$ cat src/sv/qec_pkg.sv
package qec_pkg;

  localparam int CORDIC_STAGES = 16;
  localparam int ANGLE_BITS    = 16;

  localparam int TAB_LEN = 24;
  localparam int NST     = (CORDIC_STAGES < TAB_LEN) ? CORDIC_STAGES : TAB_LEN;
  localparam int AMW     = (ANGLE_BITS < 16) ? ANGLE_BITS : 16;

  localparam int ISQ_N = 29;
  localparam int XW    = 37;
  localparam int ZW    = 34;
  localparam int VW    = 58;
  localparam int MW    = 34;
  localparam int DW    = 112;

  localparam logic OPC_E2Q = 1'b0;
  localparam logic OPC_Q2E = 1'b1;

  localparam logic [31:0] KINV_Q30     = 32'd652032874;
  localparam logic [31:0] QUARTER_TURN = 32'h4000_0000;
  localparam logic [31:0] THREE_QUART  = 32'hC000_0000;
  localparam int          ONE_Q28      = 1 << 28;

  localparam logic [31:0] ATAN_TAB [0:TAB_LEN-1] = '{
    32'h20000000, 32'h12E4051E, 32'h09FB385B, 32'h051111D4, 32'h028B0D43, 32'h0145D7E1,
    32'h00A2F61E, 32'h00517C55, 32'h0028BE53, 32'h00145F2F, 32'h000A2F98, 32'h000517CC,
    32'h00028BE6, 32'h000145F3, 32'h0000A2F9, 32'h0000517C, 32'h000028BE, 32'h0000145F,
    32'h00000A2F, 32'h00000517, 32'h0000028B, 32'h00000145, 32'h000000A2, 32'h00000051
  };

  typedef struct packed {
    logic                 rot;
    logic signed [XW-1:0] x;
    logic signed [XW-1:0] y;
    logic signed [ZW-1:0] z;
  } lane_t;

  typedef struct packed {
    logic       opc;
    logic [1:0] q0;
    logic [1:0] q1;
    logic [1:0] q2;
    logic       base_r;
    logic       base_y;
    logic       zero_r;
    logic       zero_y;
    logic       pole_p;
    logic       pole_n;
  } side_t;

  typedef struct packed {
    side_t       side;
    lane_t [2:0] lane;
  } isq_pay_t;

  function automatic logic [31:0] half_phase(input logic [15:0] a);
    logic [AMW-1:0] am;
    am = a[AMW-1:0];
    return 32'(am) << (31 - ANGLE_BITS);
  endfunction

  function automatic logic [ANGLE_BITS-1:0] to_angle(input logic [31:0] p);
    logic [32:0] s;
    s = {1'b0, p} + (33'd1 << (31 - ANGLE_BITS));
    return ANGLE_BITS'(s >> (32 - ANGLE_BITS));
  endfunction

  function automatic logic signed [MW-1:0] mul30(input logic signed [MW-1:0] a,
                                                 input logic signed [MW-1:0] b);
    logic signed [2*MW-1:0] p;
    p = a * b;
    p = p + ((2*MW)'(1) <<< 29);
    return MW'(p >>> 30);
  endfunction

  function automatic logic [15:0] to_q14(input logic signed [MW:0] v);
    logic signed [MW:0] r;
    r = (v + (MW+1)'(32768)) >>> 16;
    if (r > (MW+1)'(16384)) return 16'd16384;
    if (r < -(MW+1)'(16384)) return 16'hC000;
    return 16'(r);
  endfunction

endpackage

$ cat src/sv/qec_isq_cell.sv
module qec_isq_cell (
  input  logic                    clk,
  input  logic                    en,
  input  logic [4:0]              k,
  input  logic [qec_pkg::VW-1:0]  v_i,
  input  logic [qec_pkg::VW-1:0]  r_i,
  output logic [qec_pkg::VW-1:0]  v_o,
  output logic [qec_pkg::VW-1:0]  r_o
);
  import qec_pkg::*;

  logic [VW-1:0] bit_w, t, v_nxt, r_nxt;

  always_comb begin
    bit_w = VW'(1) << {k, 1'b0};
    t     = r_i + bit_w;
    if (v_i >= t) begin
      v_nxt = v_i - t;
      r_nxt = (r_i >> 1) + bit_w;
    end else begin
      v_nxt = v_i;
      r_nxt = r_i >> 1;
    end
  end

  always_ff @(posedge clk) begin
    if (en) begin
      v_o <= v_nxt;
      r_o <= r_nxt;
    end
  end
endmodule

$ cat config.mk
export PLATFORM = sky130hd
export DESIGN_NAME = qec_isq_cell
export DESIGN_NICKNAME = d
export VERILOG_FILES = /design/src/sv/qec_pkg.sv /design/src/sv/qec_isq_cell.sv
export SDC_FILE = /design/constraint.sdc
export NUM_CORES = 1
export LEC_CHECK = 0
export BUFFER_PORTS_ARGS = -buffer_cell sky130_fd_sc_hd__buf_2
export CORE_MARGIN = 3
export CORE_UTILIZATION = 25
export DETAILED_ROUTE_END_ITERATION = 10
export SETUP_SLACK_MARGIN = 0.05
export SLEW_MARGIN = 5
export SYNTH_ARGS = -nofsm -noshare
export SYNTH_HDL_FRONTEND = slang
export SYNTH_SLANG_ARGS = --single-unit
$ cat constraint.sdc
create_clock -name clk -period 19 [get_ports clk]
set_input_delay 5.7 -clock clk [delete_from_list [all_inputs] [get_ports clk]]
set_output_delay 5.7 -clock clk [all_outputs]
set_load 0.02 [all_outputs]
==> flow_summary.toml <==
[min_path]
worstHoldPathCells = 3
hold_path_class = "primary input to register"

[detailed_routing]
post-route-drc-count = 0
wl_um = 50750
num_vias = 13620
ant_nets = 0
drt_first_pass_iters = 5
vias_per_cell = 5.273
wire_per_inst_um = 19.65
drt-initial-drc-count = 1329

[clock_tree]
cts_made_buffers = 17
clock-sinks = 116
cts_tree = "yes"
ctsRootBufferMaster = "clkbuf_16"
clk_pin_slew_worst_paths_ns = 0.06
h-tree-depth = 4
cts_resized = 0
cts_hold_buf = 0
cts_setup_buffers = 0
cts_buffer_depth = 2

[setup_path]
worst-setup-path-type = "primary input to register"
crit_path_start_kind = "primary input"
required_ns = 19.21
crit_chain = "buf_2 -> or3b_1 -> nor2_1 -> ha_1 -> a31oi_1 -> o31a_1 -> o2111ai_1 -> nor4b_4 -> o311ai_4 -> a21boi_2 -> o31a_2 -> or3_1 -> o311a_1 -> ha_1 -> nand3_1 -> nor3_1 -> nand2_1 -> o41a_1 -> o21ai_2 -> o21ai_1 -> a21o_2 -> buf_4 -> and2_1 -> a31o_2"
slowest_delay_ns = 0.64
path_common_cell = "ha_1"
crit_slowest_cell = "or3b_1"
path_max_fanout = 53
worstPathArrival_ns = 12.70
cp-end-kind = "register"

[yosys]
synth_commonest_cells = "nand2_1 (194), nor2_1 (179), a21oi_1 (163)"
synth_area_leader_cell = "edfxtp_1"
synth.most_common_cell = "nand2_1"
yosys_warnings = 0
synthTopCellsByArea = "edfxtp_1 (26%), ha_1 (9.1%), xnor2_1 (6.9%), a21oi_1 (6.0%), nand2_1 (5.4%)"
yosysUniqueCellTypes = 95
synth_flop_cell = "edfxtp_1"
async_flop_share_pct = 0
ys_ff_latch = 116
yosysSeqAreaShare_pct = 25.79
synth_top_area_share_pct = 25.79
syn_inst = 1703
synth_edf_count = 116
syn-cell-area_mm2 = 0.01351
syn_avg_cell_area_um2 = 7.931
syn-num-nets = 1925

[global_routing]
grt_max_degree = 82
grt-ovfl-total = 0
grt_pass1_vias = 12894
track_usage_pct = 17.21
grt_pass1_wl_um = 75990
antenna_found_initial = 19

[place]
place.gp.congestion = 0.9507
detailed_place_hpwl_um = 40840
port_buffers = 238

[flow_run]
cap_viol_max_count = 0

[floorplan]
core_area_mm2 = 0.05297
die_w_um = 238.4
rows = 84
die_h_um = 238.4
die_area_mm2 = 0.05685
io_pins = 239
start_util_pct = 25.50

[finish]
areaGrowthSynthToFinish_pct = 17.07
fin_nets = 2094
drive_gt1_share_pct = 17.67

[sta]
setup_tns_ns = 0
slew_headroom_pct = 39.90
setup_violations = 0
rsz0062_at_grt = "false"
fin_crit_sh_pct = 65.71
clock.fmax_mhz = 80.10
hold_violations = 0
maxSlewViolCount = 0
min_period_ns = 12.48
tightest_slew_ns = 0.8997

[status]
outcome = "completed"

[pwr]
power.total_mw = 1.069
ir_drop_uv = 61.02
p_per_area_mw_per_mm2 = 67.59
p_leak_nw = 6.281
power by group:
group	switching (mW)	internal, mW	total [mW]	leakage, nW
sequential	0.0107	0.324	0.335	1.14
clock	0.129	0.216	0.345	0.291
combinational	0.257	0.132	0.389	4.85
total	0.397	0.672	1.07	6.28
sequential cells by signal, summed over array words and instances, names as in the netlist:
name / count
r_o: 58
v_o: 58
layer usage:
layer / track usage (%) / share of wire, %
met1: 22.88 / 45
met2: 27.06 / 45
met3: 3.826 / 6.5
met4: 7.037 / 3.2
met5: 0 / 0.20
layout by cell type, fill, tap and decap left out, types with 10 or more instances in the layout:
cell | Yosys | layout
o21a_1 | 10 | 10
nor2_1 | 179 | 179
nand3_1 | 46 | 46
diode_2 | 0 | 10
buf_2 | 29 | 237
o31ai_1 | 10 | 10
or2_2 | 14 | 14
a31o_2 | 14 | 14
edfxtp_1 | 116 | 116
clkbuf_16 | 0 | 17
xor2_1 | 69 | 69
a21o_1 | 48 | 47
nand2b_1 | 15 | 15
xnor2_1 | 107 | 107
and2_1 | 20 | 20
o21bai_1 | 26 | 26
nand4_1 | 37 | 37
o21ai_1 | 13 | 13
nor3_1 | 28 | 28
and3_1 | 17 | 17
a31oi_1 | 46 | 46
nor4_1 | 11 | 11
o21ai_0 | 102 | 102
ha_1 | 98 | 98
or3_1 | 13 | 13
nor2b_1 | 15 | 15
nand2_1 | 194 | 194
inv_1 | 44 | 44
a21oi_1 | 163 | 163
cell families (layout without fill, tap and decap cells):
group	after synthesis	in the layout	share of synthesized area [%]
mux	4	4	0.2964
xor+xnor	176	176	11.41
buf+inv	137	319	4.298
simple gates	629	629	22.70
fa+ha+maj	102	102	9.449
flops	116	116	25.79
other cells	0	10	0
compound gates	539	539	26.06
final cells by class:
cell class                 instances  area, um2
sequential                       116       3483
inverter                          44      165.2
clock inverter                    14      166.4
fill                            5742      37160
clock buffer                      18      429.2
antenna                           10      25.02
multi-input combinational       1450       9452
tap                              688      860.8
timing repair buffer             243       1231
per-stage QoR:
step           util, %  setup slack (ns)  cell area [um2]  hold WS (ns)  std cells
3_3_place_gp     28.68             6.162            15190         6.004       2541
5_1_grt          29.84             6.200            15810         5.542       2580
4_1_cts          29.80             6.596            15790         5.531       2573
6_report         29.85             6.515            15810         5.552       2583
3_5_place_dp     28.68             6.119            15190         6.010       2541
2_1_floorplan        -             7.769            13510         5.813       1703
path summary, 6_finish.rpt:
| kind | from | to | slack (ns) |
|---|---|---|---|
| setup / recovery | k[0] | r_o[48]$_DFFE_PP_ | 6.52 |
| hold / removal | v_i[23] | v_o[23]$_DFFE_PP_ | 5.55 |
worst max-delay path: cells and delay by family:
kind,cells,cell delay (ns)
AOI/OAI and AO/OA,12,2.84
buffers and inverters,2,0.73
and+or+nand+nor,8,2.54
adders and majority gates,2,0.80
(Power assumes the default switching activity.)
