<file path="src/sv/qec_pkg.sv">
package qec_pkg;

  localparam int CORDIC_STAGES = 16;
  localparam int ANGLE_BITS    = 16;

  localparam int TAB_LEN = 24;
  localparam int NST     = (CORDIC_STAGES < TAB_LEN) ? CORDIC_STAGES : TAB_LEN;
  localparam int AMW     = (ANGLE_BITS < 16) ? ANGLE_BITS : 16;

  localparam int ISQ_N = 29;
  localparam int XW    = 37;
  localparam int ZW    = 34;
  localparam int VW    = 58;
  localparam int MW    = 34;
  localparam int DW    = 112;

  localparam logic OPC_E2Q = 1'b0;
  localparam logic OPC_Q2E = 1'b1;

  localparam logic [31:0] KINV_Q30     = 32'd652032874;
  localparam logic [31:0] QUARTER_TURN = 32'h4000_0000;
  localparam logic [31:0] THREE_QUART  = 32'hC000_0000;
  localparam int          ONE_Q28      = 1 << 28;

  localparam logic [31:0] ATAN_TAB [0:TAB_LEN-1] = '{
    32'h20000000, 32'h12E4051E, 32'h09FB385B, 32'h051111D4, 32'h028B0D43, 32'h0145D7E1,
    32'h00A2F61E, 32'h00517C55, 32'h0028BE53, 32'h00145F2F, 32'h000A2F98, 32'h000517CC,
    32'h00028BE6, 32'h000145F3, 32'h0000A2F9, 32'h0000517C, 32'h000028BE, 32'h0000145F,
    32'h00000A2F, 32'h00000517, 32'h0000028B, 32'h00000145, 32'h000000A2, 32'h00000051
  };

  typedef struct packed {
    logic                 rot;
    logic signed [XW-1:0] x;
    logic signed [XW-1:0] y;
    logic signed [ZW-1:0] z;
  } lane_t;

  typedef struct packed {
    logic       opc;
    logic [1:0] q0;
    logic [1:0] q1;
    logic [1:0] q2;
    logic       base_r;
    logic       base_y;
    logic       zero_r;
    logic       zero_y;
    logic       pole_p;
    logic       pole_n;
  } side_t;

  typedef struct packed {
    side_t       side;
    lane_t [2:0] lane;
  } isq_pay_t;

  function automatic logic [31:0] half_phase(input logic [15:0] a);
    logic [AMW-1:0] am;
    am = a[AMW-1:0];
    return 32'(am) << (31 - ANGLE_BITS);
  endfunction

  function automatic logic [ANGLE_BITS-1:0] to_angle(input logic [31:0] p);
    logic [32:0] s;
    s = {1'b0, p} + (33'd1 << (31 - ANGLE_BITS));
    return ANGLE_BITS'(s >> (32 - ANGLE_BITS));
  endfunction

  function automatic logic signed [MW-1:0] mul30(input logic signed [MW-1:0] a,
                                                 input logic signed [MW-1:0] b);
    logic signed [2*MW-1:0] p;
    p = a * b;
    p = p + ((2*MW)'(1) <<< 29);
    return MW'(p >>> 30);
  endfunction

  function automatic logic [15:0] to_q14(input logic signed [MW:0] v);
    logic signed [MW:0] r;
    r = (v + (MW+1)'(32768)) >>> 16;
    if (r > (MW+1)'(16384)) return 16'd16384;
    if (r < -(MW+1)'(16384)) return 16'hC000;
    return 16'(r);
  endfunction

endpackage

</file>
<file path="src/sv/qec_cordic_cell.sv">
module qec_cordic_cell (
  input  logic           clk,
  input  logic           en,
  input  logic [4:0]     sh,
  input  logic [31:0]    atan,
  input  qec_pkg::lane_t lane_i,
  output qec_pkg::lane_t lane_o
);
  import qec_pkg::*;

  logic signed [XW-1:0] dx, dy;
  logic signed [ZW-1:0] a;
  logic                 up;
  lane_t                lane_nxt;

  always_comb begin
    dx = lane_i.y >>> sh;
    dy = lane_i.x >>> sh;
    a  = ZW'(atan);
    up = lane_i.rot ? !lane_i.z[ZW-1] : (lane_i.y <= 0);
    lane_nxt.rot = lane_i.rot;
    if (up) begin
      lane_nxt.x = lane_i.x - dx;
      lane_nxt.y = lane_i.y + dy;
      lane_nxt.z = lane_i.z - a;
    end else begin
      lane_nxt.x = lane_i.x + dx;
      lane_nxt.y = lane_i.y - dy;
      lane_nxt.z = lane_i.z + a;
    end
  end

  always_ff @(posedge clk) begin
    if (en) lane_o <= lane_nxt;
  end
endmodule

</file>
<file path="config.mk">
export PLATFORM = sky130hd
export DESIGN_NAME = qec_cordic_cell
export DESIGN_NICKNAME = d
export VERILOG_FILES = /design/src/sv/qec_pkg.sv /design/src/sv/qec_cordic_cell.sv
export SDC_FILE = /design/constraint.sdc
export NUM_CORES = 1
export LEC_CHECK = 0
export BUFFER_PORTS_ARGS = -buffer_cell sky130_fd_sc_hd__buf_2
export CAP_MARGIN = 0
export CELL_PAD_IN_SITES_DETAIL_PLACEMENT = 1
export CELL_PAD_IN_SITES_GLOBAL_PLACEMENT = 2
export CORE_ASPECT_RATIO = 1.1
export CORE_UTILIZATION = 30
export DETAILED_ROUTE_END_ITERATION = 8
export MAX_ROUTING_LAYER = met4
export PLACE_DENSITY_LB_ADDON = 0.1
export SLEW_MARGIN = 20
export SYNTH_ARGS = -nofsm -noshare
export SYNTH_HDL_FRONTEND = slang
export SYNTH_SLANG_ARGS = --single-unit
</file>
<file path="constraint.sdc">
create_clock -name clk -period 11.15 [get_ports clk]
set_input_delay 2.23 -clock clk [delete_from_list [all_inputs] [get_ports clk]]
set_output_delay 2.23 -clock clk [all_outputs]
set_load 0.01 [all_outputs]
</file>
==> results by group, run 1 <==
STA
  – Final setup violation count: 0
  – Min Tclk post-route: 9.33 ns
  – Final Max Slew Viols: 0
  – Final hold slack: 2.09 ns
  – Tcrit/Tclk final: 83.7%
  – Post-route setup slack: 1.82 ns
  – RSZ-0062 raised after global routing: no
  – Final Hold Fails: 0
  – Relative slew slack: 20.8%
  – Slew @ Worst Pin: 1.19 ns
  – Max Clk Rate: 107 MHz
  – TNS Setup: 0 ns

Clock network
  – # hold bufs at CTS: 0
  – Post-CTS setup buffers: 0
  – CTS tree: done
  – Max H-tree Level: 3
  – Root Buffer Master: clkbuf_16
  – Inserted Clock Buffers: 9
  – TritonCTS Sinks: 109
  – Max Root-Sink Buffers: 2
  – CTS resizes: 0
  – Clock transition at path regs: 0.09 ns

Worst setup path
  – CP Cell Sequence: buf_4, buf_4, mux4_2, nand2_1, a31oi_1, a2111oi_1, buf_4, and2_1, nand4_1, nor2_1, a31oi_1, xor2_1, ha_1, and4_1, a221oi_1, o221ai_1, o41a_1, a41oi_1, a21oi_1, a311oi_1, xnor2_1
  – Critical Path Sink Type: register
  – Slowest cell on crit path: a2111oi_1
  – Crit path max fanout: 56
  – CP Data Arrival Time: 9.48 ns
  – Cell repeated most along the worst path: buf_4
  – Worst Path Required: 11.30 ns
  – Critical path launch point type: primary input
  – Critical Path Max Stage Delay: 0.84 ns
  – CP Class: primary input to register

Cells and area
  – Fillers: 6770
  – Share of cells above drive strength 1: 22.2%
  – Multi-input logic area: 13300 sq um
  – Fin nets: 2395
  – Largest Register: lane_o
  – Largest regs: lane_o (109)
  – Register area: 3270 sq um
  – Non-filler cells, final: 2894
  – Syn-to-layout area delta: 12.2%
  – Largest register FFs: 109

Global routing
  – Vias in the first global route: 17500
  – Tot GR Track Use: 27.1%
  – First-pass GRT wire length: 116000 microns
  – Pin count of the biggest net entering global routing: 81
  – Initial antenna violation count: 2
  – GRT overflow: 0

Yosys
  – Gate Count Post-Synth: 1951
  – Post-synth top flop: edfxtp_1
  – Post-synth top area share: 18.8%
  – Seq/Total Area, Yosys: 18.8%
  – Most common cell in the netlist: nor2_1
  – Dominant cell type by area after synthesis: edfxtp_1
  – Synthesis warning total: 0
  – Post-Syn Nets: 2212
  – Syn avg cell area: 8.92 sq um
  – Register bit total from synthesis: 109
  – Distinct cells, synth: 97
  – Async S/R FF share, synth: 0%
  – Post-synth top cells: nor2_1 (157), a21oi_1 (140), nand2_1 (138)
  – Mapped cell area: 17400 sq um
  – EDFF count, synth: 109
  – Area contributors post-synth: edfxtp_1 (19%), mux4_2 (12%), ha_1 (7.9%), xnor2_1 (5.5%), mux2i_1 (4.9%)

Floorplan
  – Initial cell density of the core: 30.3%
  – Die Y: 255 microns
  – Chip Width: 232 microns
  – I/O pin total: 257
  – Placeable Area: 57300 sq um
  – Row count: 92
  – Die area: 59000 sq um

Detailed routing
  – Drt drc: 0
  – Routed wire length: 78800 microns
  – DRT iter0 DRCs: 1448
  – ANT nets after route: 0
  – Vias per cell: 6.02
  – Number of vias in the routed layout: 17400
  – Detailed Routing Iterations Pass 1: 5
  – Routed WL per cell: 27.2 microns

Placement
  – Pre-CTS setup slack: 1.76 ns
  – Placer's final routability congestion estimate: 0.992
  – Buffers on Ports: 256
  – DP Cell Count: 2875
  – DP HPWL: 61900 microns

Outcome
  – Status: finished clean

Flow run
  – Max cap viols: 0

Hold path
  – Hold path depth: 1
  – Hold/Removal Path Class: primary input to register

Power
  – Pleak: 7.82 nW
  – P per Cell Area: 130 nW/um^2
  – Peak VDD IR: 0.0000793 V
-- layer usage --
metal	routed length (microns)	GRT usage [%]
met4	2270	8.83
met2	36900	43.5
met1	34900	35.1
met5	0	-
met3	4710	3.53
-- worst max-delay path, delay by kind of cell --
kind | cells | cell delay, ns
buffers and inverters | 3 | 1.58
adders and majority gates | 1 | 0.38
muxes | 1 | 0.63
AOI/OAI and AO/OA | 9 | 3.09
and+or+nand+nor | 5 | 1.20
xor gates and xnor gates | 2 | 0.30
-- final timing paths --
path / from / to / slack [ns]
worst max-delay path: sh[0] / lane_o[107] / 1.82
worst min-delay path: lane_i[108] / lane_o[108] / 2.09
-- cells by family (layout without fill, tap and decap cells) --
| family | count (synthesis) | count (layout) | synth area share, % |
|---|---|---|---|
| AO/OA/AOI/OAI | 570 | 570 | 22.1 |
| XOR/XNOR | 176 | 176 | 8.86 |
| other | 0 | 3 | 0 |
| buffers and inverters | 171 | 359 | 4.97 |
| multiplexers | 225 | 225 | 19.9 |
| adder cells (fa/ha/maj) | 113 | 113 | 8.26 |
| flip-flops | 109 | 109 | 18.8 |
| AND/OR/NAND/NOR | 587 | 587 | 17.1 |
-- cell usage in the layout, fill, tap and decap left out, drive strengths merged, types with 67 or more instances in the layout --
cell type / instances
o21ai: 98
xnor2: 109
xor2: 67
ha: 110
nand2: 138
edfxtp: 109
mux4: 92
a21oi: 140
mux2i: 86
buf: 284
nor2: 158
-- where the power goes --
| part | leakage (nW) | switching (mW) | total [mW] | internal (mW) |
|---|---|---|---|---|
| combinational | 6.61 | 0.910 | 1.51 | 0.605 |
| clock | 0.147 | 0.190 | 0.367 | 0.178 |
| sequential | 1.07 | 0.0329 | 0.656 | 0.623 |
| total | 7.82 | 1.13 | 2.54 | 1.41 |
-- per-stage QoR --
stage / power [mW] / utilization, % / cell area [sq um]
2_1_floorplan: 1.67 / - / 17400
3_3_place_gp: 2.16 / 33.5 / 19200
3_5_place_dp: 2.17 / 33.5 / 19200
4_1_cts: 2.56 / 34.0 / 19500
5_1_grt: 2.72 / 34.1 / 19500
6_report: 2.54 / 34.1 / 19500
-- final cells by class --
type                    instances  share of cell area [%]
well taps                     752                    4.82
clock inverters                 6                   0.365
repair buffers                284                    7.71
flip-flops and latches        109                    16.8
clock buffers                  10                    1.17
inverters                      59                    1.13
diodes                          3                  0.0385
multi-input cells            1671                    68.0
Power figures use the tool's default switching activity.
==> run 2, diff against run 1 <==
- clock period: 11.15 -> 8.7 ns (I/O delays scaled with it)
==> run 2 against run 1 <==
Compared with the run above:
- die area stayed put
- critical path depth down 1
- total power grew 30%
- worst hold slack worse by 0.48 ns
- flip-flop and latch count stayed put
- non-clock buffer count rose by 43
- largest cell class unchanged
- global-route usage is 0.66 points higher
==> results by group, run 2 (synthesis results as in run 1) <==
Outcome
  – Status: finished clean

Worst setup path
  – Critical Path Sink Type: register
  – Crit path max fanout: 44
  – CP Data Arrival Time: 8.01 ns
  – CP Class: primary input to register
  – Worst Path Required: 8.86 ns
  – Critical path launch point type: primary input

STA
  – Max Clk Rate: 127 MHz
  – Min Tclk post-route: 7.85 ns
  – TNS Setup: 0 ns
  – Post-route setup slack: 0.851 ns
  – Tcrit/Tclk final: 90.2%
  – Final Max Slew Viols: 0
  – RSZ-0062 raised after global routing: no
  – Slew @ Worst Pin: 1.17 ns
  – Final Hold Fails: 0
  – Final hold slack: 1.61 ns
  – Relative slew slack: 22.1%
  – Final setup violation count: 0

Floorplan
  – I/O pin total: 257
  – Die Y: 255 microns
  – Chip Width: 232 microns
  – Die area: 59000 sq um
  – Row count: 92
  – Initial cell density of the core: 30.3%
  – Placeable Area: 57300 sq um

Global routing
  – Met2 usage: 43.9%
  – Initial antenna violation count: 1
  – First-pass GRT wire length: 118000 microns
  – GR peak layer: met2
  – Met1 Use GR: 36.7%
  – Pin count of the biggest net entering global routing: 77
  – Vias in the first global route: 17900
  – Tot GR Track Use: 27.7%
  – GRT overflow: 0
  – Met3 Usage GRT: 3.45%

Cells and area
  – Final core occ: 34.7%
  – Commonest non-fill, non-tap cell in the layout: buf_2
  – Most frequent cells in the layout: buf_2 (252), nor2_1 (157), a21oi_1 (140)
  – Largest regs: lane_o (109)
  – Fin nets: 2438
  – Largest Register: lane_o
  – Post-layout instance area: 19900 sq um
  – Share of cells above drive strength 1: 23.8%
  – Largest register FFs: 109
  – Non-filler cells, final: 2934
  – Syn-to-layout area delta: 14.2%

Clock network
  – TritonCTS Sinks: 109
  – Max Root-Sink Buffers: 2
  – CTS tree: done
  – Inserted Clock Buffers: 9
  – Root Buffer Master: clkbuf_16
  – Max H-tree Level: 3
  – CTS resizes: 0
  – Clock transition at path regs: 0.09 ns
  – # hold bufs at CTS: 0
  – Post-CTS setup buffers: 0

Detailed routing
  – ANT nets after route: 0
  – Number of vias in the routed layout: 17500
  – Routed wire length: 80500 microns
  – Routed WL per cell: 27.4 microns
  – DRT iter0 DRCs: 1414
  – Drt drc: 0
  – Detailed Routing Iterations Pass 1: 6
  – Vias per cell: 5.96

Placement
  – Buffers on Ports: 256
  – DP HPWL: 64000 microns
  – DP Cell Count: 2918
  – Placer's final routability congestion estimate: 0.981
  – Pre-CTS setup slack: 0.465 ns
  – Cell Area, Placed: 19600 sq um

Power
  – Tot Pwr: 3.29 mW
  – P per Cell Area: 165 nW/um^2
  – Peak VDD IR: 0.000109 V
  – Pleak: 8.03 nW

Hold path
  – Hold/Removal Path Class: primary input to register

Flow run
  – Max cap viols: 0
run 2: cell count changes in the layout (fill, tap and decap cells not counted):
cell / before / now
buf_12: 0 / 3
buf_4: 31 / 71
clkinv_1: 1 / 0
clkinv_2: 0 / 1
clkinv_4: 2 / 0
clkinvlp_4: 0 / 2
diode_2: 3 / 1
inv_6: 1 / 0
run 2: worst max-delay path, stage by stage:
cell      delay (ns)
buf_2           0.85
mux2i_1         0.41
o22ai_1         0.17
a221oi_1        0.62
mux2i_1         0.15
a21oi_1         0.33
ha_1            0.24
and3_1          0.24
and4_1          0.37
a31oi_1         0.14
xor2_1          0.17
ha_1            0.37
and4_1          0.27
a221oi_1        0.31
o221ai_1        0.29
o41a_1          0.43
a41oi_1         0.30
a21oi_1         0.14
a311oi_1        0.32
xnor2_1         0.10
run 2: metal layers:
metal / up-vias / share of wire [%]
li1: 7981 / -
met1: 8759 / 45
met2: 657 / 46
met3: 92 / 5.4
met4: 0 / 2.9
met5: - / 0
run 2: cell type report:
| class | count | area [sq um] |
|---|---|---|
| Clock buffer | 10 | 229 |
| Inverter | 59 | 221 |
| Timing Repair Buffer | 327 | 1870 |
| Multi-Input combinational cell | 1671 | 13300 |
| Fill cell | 6760 | 37500 |
| Clock inverter | 5 | 61.3 |
| Tap cell | 752 | 941 |
| Sequential cell | 109 | 3270 |
| Antenna cell | 1 | 2.50 |
run 2: report_power, final:
| part | internal, mW | switching (mW) | leakage (nW) |
|---|---|---|---|
| Sequential | 0.799 | 0.0425 | 1.07 |
| Clock | 0.224 | 0.239 | 0.136 |
| Combinational | 0.802 | 1.18 | 6.83 |
| Total | 1.82 | 1.46 | 8.03 |
run 2: final timing paths:
check,start,end,slack [ns],cells past startpoint
hold / removal,lane_i[108],lane_o[108],1.61,1
setup / recovery,sh[3],lane_o[107],0.85,20
==> run 3, diff against run 2 <==
- CTS_BUF_LIST: default -> sky130_fd_sc_hd__clkbuf_16
==> run 3 against run 2 <==
Compared with the run above:
- clock power barely moved
- non-clock buffer count did not move
- highest routed layer unchanged
- clock-buffer cell count fell by 1
- routed wire length barely moved
- critical path type unchanged
- critical endpoint unchanged
- via count fell by 0.20%
- worst hold slack barely moved
- first-iteration DRC count barely moved
- combinational power barely moved
- sequential share of layout area did not move
- largest cell class unchanged
==> results by group, run 3 (synthesis results as in run 1) <==
Worst setup path
  – Slowest cell on crit path: buf_2
  – Buffer and inverter count on the worst path: 1
  – Critical Path Sink Type: register
  – Critical path launch point type: primary input
  – Worst Path Required: 8.86 ns
  – CP Cell Sequence: buf_2, mux2i_1, o22ai_1, a221oi_1, mux2i_1, a21oi_1, ha_1, and3_1, and4_1, a31oi_1, xor2_1, ha_1, and4_1, a221oi_1, o221ai_1, o41a_1, a41oi_1, a21oi_1, a311oi_1, xnor2_1
  – Kind of cell adding the most delay to the critical path: compound AO/OA/AOI/OAI gates
  – CP Data Arrival Time: 8.01 ns
  – Critical Path Max Stage Delay: 0.85 ns
  – Crit path max fanout: 44
  – CP Class: primary input to register

Placement
  – Placer's final routability congestion estimate: 0.981
  – Buffers on Ports: 256
  – DP Cell Count: 2918
  – DP HPWL: 64000 microns
  – Pre-CTS setup slack: 0.465 ns

Global routing
  – Pin count of the biggest net entering global routing: 77
  – Vias in the first global route: 17900
  – Initial antenna violation count: 1
  – Tot GR Track Use: 27.7%
  – GRT overflow: 0
  – First-pass GRT wire length: 118000 microns

STA
  – Min Tclk post-route: 7.85 ns
  – TNS Setup: 0 ns
  – Final Hold Fails: 0
  – Max Clk Rate: 127 MHz
  – Post-route setup slack: 0.853 ns
  – Final hold slack: 1.61 ns
  – Slew @ Worst Pin: 1.15 ns
  – RSZ-0062 raised after global routing: no
  – Relative slew slack: 22.6%
  – Tcrit/Tclk final: 90.2%
  – Final Max Slew Viols: 0
  – Final setup violation count: 0

Clock network
  – Post-CTS setup buffers: 0
  – CTS tree: done
  – TritonCTS Sinks: 109
  – Clock transition at path regs: 0.09 ns
  – Root Buffer Master: clkbuf_16
  – CTS resizes: 0
  – Max H-tree Level: 3
  – Inserted Clock Buffers: 9
  – # hold bufs at CTS: 0
  – Max Root-Sink Buffers: 2

Cells and area
  – Syn-to-layout area delta: 14.2%
  – Most frequent cells in the layout: buf_2 (252), nor2_1 (157), a21oi_1 (140)
  – Largest regs: lane_o (109)
  – Fin nets: 2438
  – Non-filler cells, final: 2934
  – Fillers: 6760
  – Largest Register: lane_o
  – Commonest non-fill, non-tap cell in the layout: buf_2
  – Share of cells above drive strength 1: 23.8%
  – Largest register FFs: 109
  – Final core occ: 34.7%

Detailed routing
  – Detailed Routing Iterations Pass 1: 7
  – ANT nets after route: 0
  – Routed wire length: 80400 microns
  – DRT iter0 DRCs: 1415
  – Vias per cell: 5.95
  – Routed WL per cell: 27.4 microns
  – Drt drc: 0
  – Number of vias in the routed layout: 17500

Power
  – Peak VDD IR: 0.000109 V
  – Clock network power share: 14.1%
  – Seq pwr share: 25.6%
  – Pleak: 8.04 nW
  – Sw power: 1.46 mW
  – Comb pwr share: 60.3%
  – P per Cell Area: 165 nW/um^2
  – Cell-internal power: 1.82 mW
  – Switching share of total power: 44.5%

Floorplan
  – Chip Width: 232 microns
  – Initial cell density of the core: 30.3%
  – I/O pin total: 257
  – Die Y: 255 microns
  – Row count: 92
  – Die area: 59000 sq um
  – Placeable Area: 57300 sq um

Flow run
  – Max cap viols: 0

Outcome
  – Status: finished clean

Hold path
  – Hold/Removal Path Class: primary input to register
run 3: routing by layer:
layer,vias up,share of wire (%),GRT usage (%)
met5,-,0,-
met4,0,2.9,8.59
met3,92,5.2,3.45
met2,616,46,43.9
met1,8765,46,36.7
li1,7981,-,-
run 3: path summary, 6_finish.rpt:
| kind | end | startpoint | slack [ns] | depth (start not counted) |
|---|---|---|---|---|
| setup / recovery | lane_o[107] | sh[3] | 0.85 | 20 |
| hold / removal | lane_o[108] | lane_i[108] | 1.61 | 1 |
run 3: power groups by stage:
stage                     Clock, mW  Combinational, mW  Sequential, mW
after global routing          0.493               2.16           0.858
after CTS                     0.483               1.99           0.846
after floorplan                   0               1.21           0.932
after global placement            0               1.96           0.852
final                         0.462               1.98           0.841
after detailed placement          0               1.97           0.857
run 3: through the flow:
step,power [mW],area (sq um)
finish,3.29,19900
global route,3.51,19900
CTS,3.31,19900
detailed placement,2.83,19600
global placement,2.82,19600
floorplan,2.14,17400
run 3: final cells by class:
class / count / area (sq um) / share of cell area, %
multi-input cells: 1671 / 13300 / 66.8
clock buffers: 9 / 225 / 1.13
diodes: 1 / 2.50 / 0.0126
inverters: 59 / 221 / 1.11
flip-flops and latches: 109 / 3270 / 16.5
well taps: 752 / 941 / 4.74
clock inverters: 6 / 65.1 / 0.327
repair buffers: 327 / 1870 / 9.39
